**src/u6d_pkg.sv**
```systemverilog
// Shared types and constants for the six-byte UTF-8 decoder.
// No dependencies; the lead, lane, merge and top-level files import this package.
package u6d_pkg;

	localparam int unsigned NUM_BYTES = 6;
	localparam int unsigned NUM_CONT = NUM_BYTES - 1;
	localparam int unsigned CP_W = 31;
	localparam int unsigned LEN_W = 3;

	// configuration register indexes
	localparam logic [0:0] CFG_MAX_CP = 1'd0;
	localparam logic [0:0] CFG_REJECT_SURR = 1'd1;

	localparam logic [CP_W-1:0] CP_RESET = {CP_W{1'b1}};
	localparam logic [CP_W-1:0] SURR_LO = 31'h0000_D800;
	localparam logic [CP_W-1:0] SURR_HI = 31'h0000_DFFF;

	localparam logic [7:0] CONT_MASK = 8'hC0;
	localparam logic [7:0] CONT_TAG = 8'h80;
	localparam logic [7:0] PAYLOAD_MASK = 8'h3F;

	// lead byte decode: ok means a legal lead and enough bytes in the window
	typedef struct packed {
		logic ok;
		logic [LEN_W-1:0] len;
		logic [6:0] bits;
	} lead_t;

	// one continuation byte
	typedef struct packed {
		logic ok;
		logic [5:0] bits;
	} cont_t;

	typedef struct packed {
		logic [CP_W-1:0] code_point;
		logic [LEN_W-1:0] consumed;
		logic ok;
	} result_t;

endpackage

```
**src/u6d_ifs.sv**
```systemverilog
// Valid/ready channel interfaces for the decoder: byte window in, result out.
// No dependencies.
interface u6d_win_if;
	logic valid;
	logic ready;
	logic [7:0] byte_0;
	logic [7:0] byte_1;
	logic [7:0] byte_2;
	logic [7:0] byte_3;
	logic [7:0] byte_4;
	logic [7:0] byte_5;
	logic [2:0] avail_bytes;

	modport source (output valid, byte_0, byte_1, byte_2, byte_3, byte_4, byte_5,
		avail_bytes, input ready);
	modport sink (input valid, byte_0, byte_1, byte_2, byte_3, byte_4, byte_5,
		avail_bytes, output ready);
endinterface

interface u6d_res_if;
	logic valid;
	logic ready;
	logic [30:0] code_point;
	logic [2:0] consumed;
	logic ok;

	modport source (output valid, code_point, consumed, ok, input ready);
	modport sink (input valid, code_point, consumed, ok, output ready);
endinterface

```
**src/u6d_lead.sv**
```systemverilog
// Lead byte lane: sequence length, leading payload bits, window length check.
// Depends on u6d_pkg.
module u6d_lead
	import u6d_pkg::*;
(
	input  logic [7:0]       lead,
	input  logic [2:0]       avail_bytes,
	output lead_t            info
);

	logic [LEN_W-1:0] len;
	logic [LEN_W-1:0] avail_eff;
	logic legal;

	always_comb begin
		legal = 1'b1;
		len = 3'd1;
		case (lead) inside
			8'b0???_????: len = 3'd1;
			8'b110?_????: len = 3'd2;
			8'b1110_????: len = 3'd3;
			8'b1111_0???: len = 3'd4;
			8'b1111_10??: len = 3'd5;
			8'b1111_110?: len = 3'd6;
			default: begin
				legal = 1'b0;
				len = 3'd1;
			end
		endcase
	end

	// a count of seven means a full window
	assign avail_eff = (avail_bytes == 3'd7) ? 3'd6 : avail_bytes;

	assign info.ok = legal && (avail_eff >= len);
	assign info.len = len;
	assign info.bits = lead[6:0];

endmodule

```
**src/u6d_lane.sv**
```systemverilog
// Continuation byte lane: tag check and six payload bits.
// Depends on u6d_pkg.
module u6d_lane
	import u6d_pkg::*;
(
	input  logic [7:0] data,
	output cont_t      info
);

	logic [7:0] payload;

	assign payload = data & PAYLOAD_MASK;
	assign info.ok = (data & CONT_MASK) == CONT_TAG;
	assign info.bits = payload[5:0];

endmodule

```
**src/u6d_merge.sv**
```systemverilog
// Merge stage: joins lead and continuation lanes into a code point, then
// applies the limit and surrogate tests. Depends on u6d_pkg.
module u6d_merge
	import u6d_pkg::*;
(
	input  lead_t           lead,
	input  cont_t           cont [NUM_CONT],
	input  logic [CP_W-1:0] max_cp,
	input  logic            reject_surr,
	output result_t         res
);

	logic [CP_W-1:0] cp;
	logic conts_ok;
	logic surr;
	logic good;

	always_comb begin
		conts_ok = 1'b1;
		for (int i = 0; i < NUM_CONT; i++) begin
			if ((LEN_W'(i + 1) < lead.len) && !cont[i].ok)
				conts_ok = 1'b0;
		end
	end

	always_comb begin
		case (lead.len)
			3'd1: cp = {24'd0, lead.bits};
			3'd2: cp = {20'd0, lead.bits[4:0], cont[0].bits};
			3'd3: cp = {15'd0, lead.bits[3:0], cont[0].bits, cont[1].bits};
			3'd4: cp = {10'd0, lead.bits[2:0], cont[0].bits, cont[1].bits,
				cont[2].bits};
			3'd5: cp = {5'd0, lead.bits[1:0], cont[0].bits, cont[1].bits,
				cont[2].bits, cont[3].bits};
			3'd6: cp = {lead.bits[0], cont[0].bits, cont[1].bits, cont[2].bits,
				cont[3].bits, cont[4].bits};
			default: cp = '0;
		endcase
	end

	assign surr = reject_surr && (cp >= SURR_LO) && (cp <= SURR_HI);
	assign good = lead.ok && conts_ok && (cp <= max_cp) && !surr;

	assign res.code_point = good ? cp : '0;
	assign res.consumed = good ? lead.len : '0;
	assign res.ok = good;

endmodule

```
**src/utf8_six_byte_decoder.sv**
```systemverilog
// Top level of the six-byte UTF-8 decoder: lanes, merge stage, output register.
// Depends on u6d_pkg, u6d_ifs, u6d_lead, u6d_lane and u6d_merge.
//
// Decodes one original-form UTF-8 sequence (one to six bytes, up to 31 bits)
// from the start of each six-byte window. One window is taken every clock
// unless the output holds a result nobody takes. The first register holds
// what the lead lane and the five continuation lanes found, the second is
// the output register fed by the merge stage. Overlong forms pass; a failure
// returns ok 0, consumed 0 and code point 0. The limit and surrogate registers
// must be written only while no request is in flight; the block does not check it.
module utf8_six_byte_decoder
	import u6d_pkg::*;
(
	input  logic             clk,
	input  logic             arst_n,
	u6d_win_if.sink          win,
	u6d_res_if.source        res,
	input  logic             cfg_we,
	input  logic [0:0]       cfg_idx,
	input  logic [CP_W-1:0]  cfg_wdata
);

	logic [CP_W-1:0] max_cp_q;
	logic            reject_q;

	logic [7:0] bytes [NUM_BYTES];
	lead_t      lead_c;
	cont_t      cont_c [NUM_CONT];

	logic       vld_s1;
	lead_t      lead_s1;
	cont_t      cont_s1 [NUM_CONT];

	result_t    merged;
	logic       vld_s2;
	result_t    res_s2;

	logic       en_s1;
	logic       en_s2;

	always_ff @(posedge clk or negedge arst_n) begin
		if (!arst_n) begin
			max_cp_q <= CP_RESET;
			reject_q <= 1'b0;
		end else if (cfg_we) begin
			case (cfg_idx)
				CFG_MAX_CP: max_cp_q <= cfg_wdata;
				CFG_REJECT_SURR: reject_q <= cfg_wdata[0];
				default: ;
			endcase
		end
	end

	assign bytes[0] = win.byte_0;
	assign bytes[1] = win.byte_1;
	assign bytes[2] = win.byte_2;
	assign bytes[3] = win.byte_3;
	assign bytes[4] = win.byte_4;
	assign bytes[5] = win.byte_5;

	u6d_lead u_lead (
		.lead        (bytes[0]),
		.avail_bytes (win.avail_bytes),
		.info        (lead_c)
	);

	for (genvar g = 0; g < NUM_CONT; g++) begin : g_lane
		u6d_lane u_lane (
			.data (bytes[g+1]),
			.info (cont_c[g])
		);
	end

	// stall only when the output holds a result nobody takes
	assign en_s2 = !vld_s2 || res.ready;
	assign en_s1 = !vld_s1 || en_s2;
	assign win.ready = en_s1;

	always_ff @(posedge clk or negedge arst_n) begin
		if (!arst_n)
			vld_s1 <= 1'b0;
		else if (en_s1)
			vld_s1 <= win.valid;
	end

	always_ff @(posedge clk) begin
		if (en_s1 && win.valid) begin
			lead_s1 <= lead_c;
			cont_s1 <= cont_c;
		end
	end

	u6d_merge u_merge (
		.lead        (lead_s1),
		.cont        (cont_s1),
		.max_cp      (max_cp_q),
		.reject_surr (reject_q),
		.res         (merged)
	);

	always_ff @(posedge clk or negedge arst_n) begin
		if (!arst_n)
			vld_s2 <= 1'b0;
		else if (en_s2)
			vld_s2 <= vld_s1;
	end

	always_ff @(posedge clk) begin
		if (en_s2 && vld_s1)
			res_s2 <= merged;
	end

	assign res.valid = vld_s2;
	assign res.code_point = res_s2.code_point;
	assign res.consumed = res_s2.consumed;
	assign res.ok = res_s2.ok;

`ifndef NO_ASSERTIONS
	a_ok_len: assert property (@(posedge clk) disable iff (!arst_n)
		res.valid |-> (res.ok == (res.consumed != 3'd0)))
		else $error("ok flag disagrees with consumed count");

	a_fail_zero: assert property (@(posedge clk) disable iff (!arst_n)
		(res.valid && !res.ok) |-> (res.code_point == '0))
		else $error("failed decode carries a nonzero code point");

	a_limit: assert property (@(posedge clk) disable iff (!arst_n)
		(res.valid && res.ok) |-> (res.code_point <= max_cp_q))
		else $error("code point above configured limit");

	a_surr: assert property (@(posedge clk) disable iff (!arst_n)
		(res.valid && res.ok && reject_q) |->
		((res.code_point < SURR_LO) || (res.code_point > SURR_HI)))
		else $error("surrogate passed while rejection enabled");

	a_take: assert property (@(posedge clk) disable iff (!arst_n)
		(win.valid && win.ready) |=> vld_s1)
		else $error("accepted request lost before first stage");
`endif

endmodule
```
**src/flat_wrapper.sv**
```systemverilog
// flat-port wrapper written by rule: the top's interface ports become plain ports
module utf8_six_byte_decoder_flat import u6d_pkg::*;
  (clk, arst_n, cfg_we, cfg_idx, cfg_wdata, win_valid, win_byte_0, win_byte_1, win_byte_2, win_byte_3, win_byte_4, win_byte_5, win_avail_bytes, win_ready, res_valid, res_code_point, res_consumed, res_ok, res_ready);
  u6d_win_if win_i ();
  u6d_res_if res_i ();
  input  logic clk;
  input  logic arst_n;
  input  logic cfg_we;
  input  logic [0:0] cfg_idx;
  input  logic [CP_W-1:0] cfg_wdata;
  input wire logic [$bits(win_i.valid)-1:0] win_valid;
  input wire logic [$bits(win_i.byte_0)-1:0] win_byte_0;
  input wire logic [$bits(win_i.byte_1)-1:0] win_byte_1;
  input wire logic [$bits(win_i.byte_2)-1:0] win_byte_2;
  input wire logic [$bits(win_i.byte_3)-1:0] win_byte_3;
  input wire logic [$bits(win_i.byte_4)-1:0] win_byte_4;
  input wire logic [$bits(win_i.byte_5)-1:0] win_byte_5;
  input wire logic [$bits(win_i.avail_bytes)-1:0] win_avail_bytes;
  output wire logic [$bits(win_i.ready)-1:0] win_ready;
  output wire logic [$bits(res_i.valid)-1:0] res_valid;
  output wire logic [$bits(res_i.code_point)-1:0] res_code_point;
  output wire logic [$bits(res_i.consumed)-1:0] res_consumed;
  output wire logic [$bits(res_i.ok)-1:0] res_ok;
  input wire logic [$bits(res_i.ready)-1:0] res_ready;
  assign win_i.valid = win_valid;
  assign win_i.byte_0 = win_byte_0;
  assign win_i.byte_1 = win_byte_1;
  assign win_i.byte_2 = win_byte_2;
  assign win_i.byte_3 = win_byte_3;
  assign win_i.byte_4 = win_byte_4;
  assign win_i.byte_5 = win_byte_5;
  assign win_i.avail_bytes = win_avail_bytes;
  assign win_ready = win_i.ready;
  assign res_valid = res_i.valid;
  assign res_code_point = res_i.code_point;
  assign res_consumed = res_i.consumed;
  assign res_ok = res_i.ok;
  assign res_i.ready = res_ready;
  utf8_six_byte_decoder u_core (.clk(clk), .arst_n(arst_n), .win(win_i), .res(res_i), .cfg_we(cfg_we), .cfg_idx(cfg_idx), .cfg_wdata(cfg_wdata));
endmodule
```
**config.mk**
```make
export PLATFORM = sky130hd
export DESIGN_NAME = utf8_six_byte_decoder_flat
export DESIGN_NICKNAME = d
export VERILOG_FILES = /design/src/u6d_pkg.sv /design/src/u6d_ifs.sv /design/src/u6d_lead.sv /design/src/u6d_lane.sv /design/src/u6d_merge.sv /design/src/utf8_six_byte_decoder.sv /design/src/flat_wrapper.sv
export SDC_FILE = /design/constraint.sdc
export NUM_CORES = 1
export LEC_CHECK = 0
export BUFFER_PORTS_ARGS = -buffer_cell sky130_fd_sc_hd__buf_2
export CORE_ASPECT_RATIO = 1.4
export CORE_MARGIN = 1
export CORE_UTILIZATION = 55
export DETAILED_ROUTE_END_ITERATION = 7
export HOLD_SLACK_MARGIN = 0.02
export PLACE_DENSITY = 0.81
export SYNTH_ARGS = -nofsm -noshare
export SYNTH_HDL_FRONTEND = slang
export SYNTH_HIERARCHICAL = 1
export SYNTH_SLANG_ARGS = --single-unit
export TNS_END_PERCENT = 30
```
**constraint.sdc**
```tcl
create_clock -name clk -period 11.1 [get_ports clk]
set_input_delay 1.11 -clock clk [delete_from_list [all_inputs] [get_ports clk]]
set_output_delay 1.11 -clock clk [all_outputs]
set_load 0.01 [all_outputs]
```
Yosys cells after proc, flatten, opt, wreduce, memory -nomap -nowiden. Index checks and enable logic that the tools add are counted. Widths: inputs -> output; s select.

$lt $le $gt $ge: 9. Equal/unequal tests: 17. Mux-type cells: 19. Bitwise logic cells: 1. Reduce and logical (&&, ||, !) cells: 25.

Operators with widths (number): $pmux 31 s6 (1); $ge 31x16->1 const B (1); $le 31x16->1 const B (1); $le 31x31->1 (1); $mux 3 (7); $eq 3x3->1 const B (5); $logic_and 1x1->1 (13); $mux 1 (11); $eq 2x2->1 const B (5); $logic_not 1->1 (8); $eq 7x7->1 const B (1); $eq 3x2->1 const B (2); $eq 6x6->1 const B (1); $lt 2x3->1 const A (2); $lt 3x3->1 const A (2); $eq 5x5->1 const B (1); $eq 4x4->1 const B (1); $reduce_and 2->1 (2); $eq 3x1->1 const B (1); $ge 3x3->1 (1); $lt 1x3->1 const A (1); $logic_or 1x1->1 (2); $not 1->1 (1).

Register bits: 115. Bits of input ports: 88. Output and inout port bits: 37. Logic and storage cells: 91.

Longest topological paths before layout.
Depth after elaboration: 10. Gate-level depth with buffers: 16. Depth with buffers taken out: 12.

By module. Netlist, hierarchy kept.

Modules (own cells, without submodules): utf8_six_byte_decoder (instances 1, cells an instance 158, area each 3787.4 sq um, seq. area each 3321.9 sq um); u6d_merge (instances 1, cells an instance 341, area each 2237.1 sq um, seq. area each 0.0 sq um); u6d_lane (instances 5, cells an instance 7, area each 58.8 sq um, seq. area each 0.0 sq um); u6d_lead (instances 1, cells an instance 33, area each 206.4 sq um, seq. area each 0.0 sq um).

Least setup slack after synthesis. No wires, ideal clock.

Kind: register -> register. Start: reg u_core/lead_s1[9] in the netlist's numbering. End: reg u_core.res_s2 (netlist bit u_core/res.code_point[1]) (data pin). Library setup time: 0.161 ns. Data arrival time: 3.460 ns. Data required time: 10.939 ns. Setup slack: 7.479 ns. Cell stages (with the launch flop): 15. Buffers on the path: 4. Period minus slack after synthesis: 3.621 ns. Cells stage by stage: edfxtp_1 -> clkbuf_1 -> buf_2 -> buf_1 -> mux2_2 -> a221oi_1 -> a21oi_1 -> ha_1 -> nand4_1 -> a21oi_1 -> o31a_1 -> o41ai_1 -> nand4_1 -> clkbuf_1 -> nor3b_1.

Cells in the longest elaborated chain, start to end: 10. Elaborated cells between the ends (all ways): 31. Classes of those cells: order compare (8); eq/ne (6); mux (6); reduce/logical (11).

Ends and longest elaborated chain: start, declared (RTL line utf8_six_byte_decoder.sv:31) `lead_t lead_s1;`; start signal, assigned (RTL line utf8_six_byte_decoder.sv:88) `lead_s1 <= lead_c;`; branches (longest 10 deep; another with $ge 31x16->1); end signal, assigned (RTL line utf8_six_byte_decoder.sv:110) `res_s2 <= merged;`; end, declared (RTL line utf8_six_byte_decoder.sv:36) `result_t res_s2;`.

Parallel ways; which one is timed is not known. A chain may end at the register's enable or synchronous reset.

Final worst setup path.
Start: reg u_core/lead_s1[7] in the netlist's numbering. End: reg u_core.res_s2 (netlist bit u_core/res.code_point[8]) (data pin).

The elaborated chain is that of the path after synthesis.

==> flow_summary.toml <==
[worst_setup_path]
reg2reg_from = "u_core/lead_s1[7]$_DFFE_PP_"
critPathKind = "register to register"
reg2regPathDepth = 12
cp_max_fo = 41
r2r-end = "u_core/res.code_point[8]$_DFFE_PP_"
cp-start-kind = "register"
worstSetupStartpoint = "u_core/lead_s1[7]$_DFFE_PP_"
cp-end-kind = "register"
r2r_slack_ns = 6.58
cp_data_required_time_ns = 11.32
cp.arrival_ns = 4.75

[power_and_ir_drop]
peakVddDrop_uv = 92.1
power.density_nw_per_um2 = 173
power_mw = 1.31
p_leak_nw = 3.30

[detailed_routing]
drt_iter0_drc = 296
drc = 0
first_pass_iters = 6
antenna_violating_nets_post_route = 0
avgRoutedWirePerCell_microns = 18.8
vias = 4671
drt-total-wl_microns = 15200
vias_per_cell = 5.77

[synthesis]
avgSynthCellArea_sq_um = 11.5
synthesis.instances = 567
synth.ff_latch_count = 115
synth_ff_type = "edfxtp_1"
synth_cell_types = 65
yosysSeqAreaShare_pct = 50.9
synth_fp_nets = 689
yosys_warnings = 6
synth.cell_area_sq_um = 6530
async_flop_share_pct = 29.6
synth_edf_count = 81

[cells_and_area]
instances_no_fill = 809
syn2layout_area_growth_pct = 16.0
finalNetCount = 774
layout_common_cells = "buf_2, edfxtp_1, inv_1"
mostFrequentLayoutCell = "buf_2"
drive_gt1_share_pct = 38.2
diodes = 0

[hold_path]
hp-class = "register to register"
hold_depth = 1
hp-start = "u_core/vld_s1$_DFFE_PN0P_"
min_to = "u_core/res.valid$_DFFE_PN0P_"

[cts]
cts-root-buf = "clkbuf_16"
clockBufferDepth = 2
htreeDepth = 4
cts.repair.resized = 0
cts_tree = "built"
cts_made_buffers = 17
post_cts_buffers = 0
cts_sinks = 115
clk_latency_ns = 0.41
path_clk_slew_ns = 0.05
holdBufCountCts = 0

[timing]
timing.final.crit_share_pct = 40.8
fmax_mhz = 221
skew_ns = 0.0113
tightestPinTransition_ns = 0.991
rsz0062_at_grt = "false"
min_period_ns = 4.52
setup_viol = 0
final-hold-violation-count = 0
maxSlewViolCount = 0
max_slew_margin_pct = 33.9
fin_setup_tns_ns = 0

[global_route]
grt_antenna_before_repair = 0
grt_max_degree = 47
grt_pass1_vias = 4661
grt_pass1_wl_microns = 23300
grt_overflow = 0
groute.usage.overall_pct = 25.9

[placement]
gp_congestion = 0.918
port_buffers = 124
dp_hpwl_microns = 11300
dp_cells = 777

[die]
initial_core_util_pct = 57.0
ios = 125
die_area_sq_um = 12300
die_width_microns = 94.1
core_area_sq_um = 11500
dieHeight_microns = 131
row_count = 46

[run_status]
outcome = "completed"

[job]
max_cap_viol_count = 0
## synthesized netlist by cell type, types with 6 or more instances
library cell	count	area (sq um)
nand2b_1	10	62.6
mux2i_1	10	100
nand2_1	35	131
edfxtp_1	81	2430
a21oi_1	30	150
buf_4	41	308
nor2_1	34	128
mux2_2	34	383
nor2b_4	7	96.3
nand4_1	9	56.3
nand3_1	11	55.1
nor3b_1	9	67.6
ha_1	34	425
nor2b_1	8	50.1
dfstp_2	31	815
a21o_1	6	45.0
clkbuf_1	8	30.0
and2_1	6	37.5
a221oi_1	8	70.1
o21ai_0	16	80.1
inv_1	50	188
## cells by family after synthesis
| kind of cell | share of synthesized area, % |
|---|---|
| mux | 8.09 |
| simple gates | 13.8 |
| buf+inv | 9.99 |
| fa+ha+maj | 6.52 |
| flops | 50.9 |
| compound gates | 10.7 |
## report_power, final
| part | internal (mW) | leakage, nW | switching, mW | total [mW] |
|---|---|---|---|---|
| clock network | 0.394 | 0.314 | 0.188 | 0.582 |
| registers | 0.517 | 1.15 | 0.0227 | 0.540 |
| logic | 0.0806 | 1.83 | 0.105 | 0.185 |
## worst max path at each step
stage | cells after the start | end
2_1_floorplan | 14 | u_core/res.code_point[1]$_DFFE_PP_
4_1_cts | 12 | u_core/res.code_point[8]$_DFFE_PP_
6_report | 12 | u_core/res.code_point[8]$_DFFE_PP_
5_1_grt | 13 | u_core/res.code_point[21]$_DFFE_PP_
3_3_place_gp | 12 | u_core/res.code_point[21]$_DFFE_PP_
3_5_place_dp | 12 | u_core/res.code_point[8]$_DFFE_PP_
## registers in the layout, indices dropped and copies added, names as in the netlist
name and cells:
u_core/lead_s1 11, u_core/vld_s1 1, u_core/cont_s1 35, u_core/reject_q 1
u_core/res.consumed 3, u_core/res.valid 1, u_core/max_cp_q 31, u_core/res.code_point 31
u_core/res.ok 1
## critical path: stages, from the launching register on
cell and delay, ns:
edfxtp_1 0.32, buf_4 0.38, nor2b_1 0.65, a21oi_1 0.16, a21oi_1 0.34, ha_1 0.32
a211oi_1 0.21, nor2_1 0.08, o31a_1 0.25, o41ai_1 0.49, nand4_1 0.46, buf_4 0.40
nor3b_1 0.26
## layer usage
metal	track usage [%]	routed length [microns]
met2	46.7	8220
met5	0	0
met4	12.2	451
met1	28.4	5620
met3	6.37	901
## layout make-up
class | instances | area [sq um]
clock buffer | 26 | 563
timing repair buffer | 130 | 666
tap | 144 | 180
inverter | 53 | 199
clock inverter | 6 | 85.1
fill | 881 | 3890
sequential | 115 | 3320
multi-input combinational | 335 | 2550
## through the flow
step,util (%),hold slack [ns],area (sq um),worst slack [ns]
6_report,66.1,0.518,7570,6.58
5_1_grt,66.1,0.551,7570,6.27
4_1_cts,66.1,0.515,7570,6.68
3_5_place_dp,60.4,0.491,6920,6.75
3_3_place_gp,60.4,0.464,6920,6.87
2_1_floorplan,-,0.449,6530,7.48
Note: power is estimated with default switching activity, not from simulation.
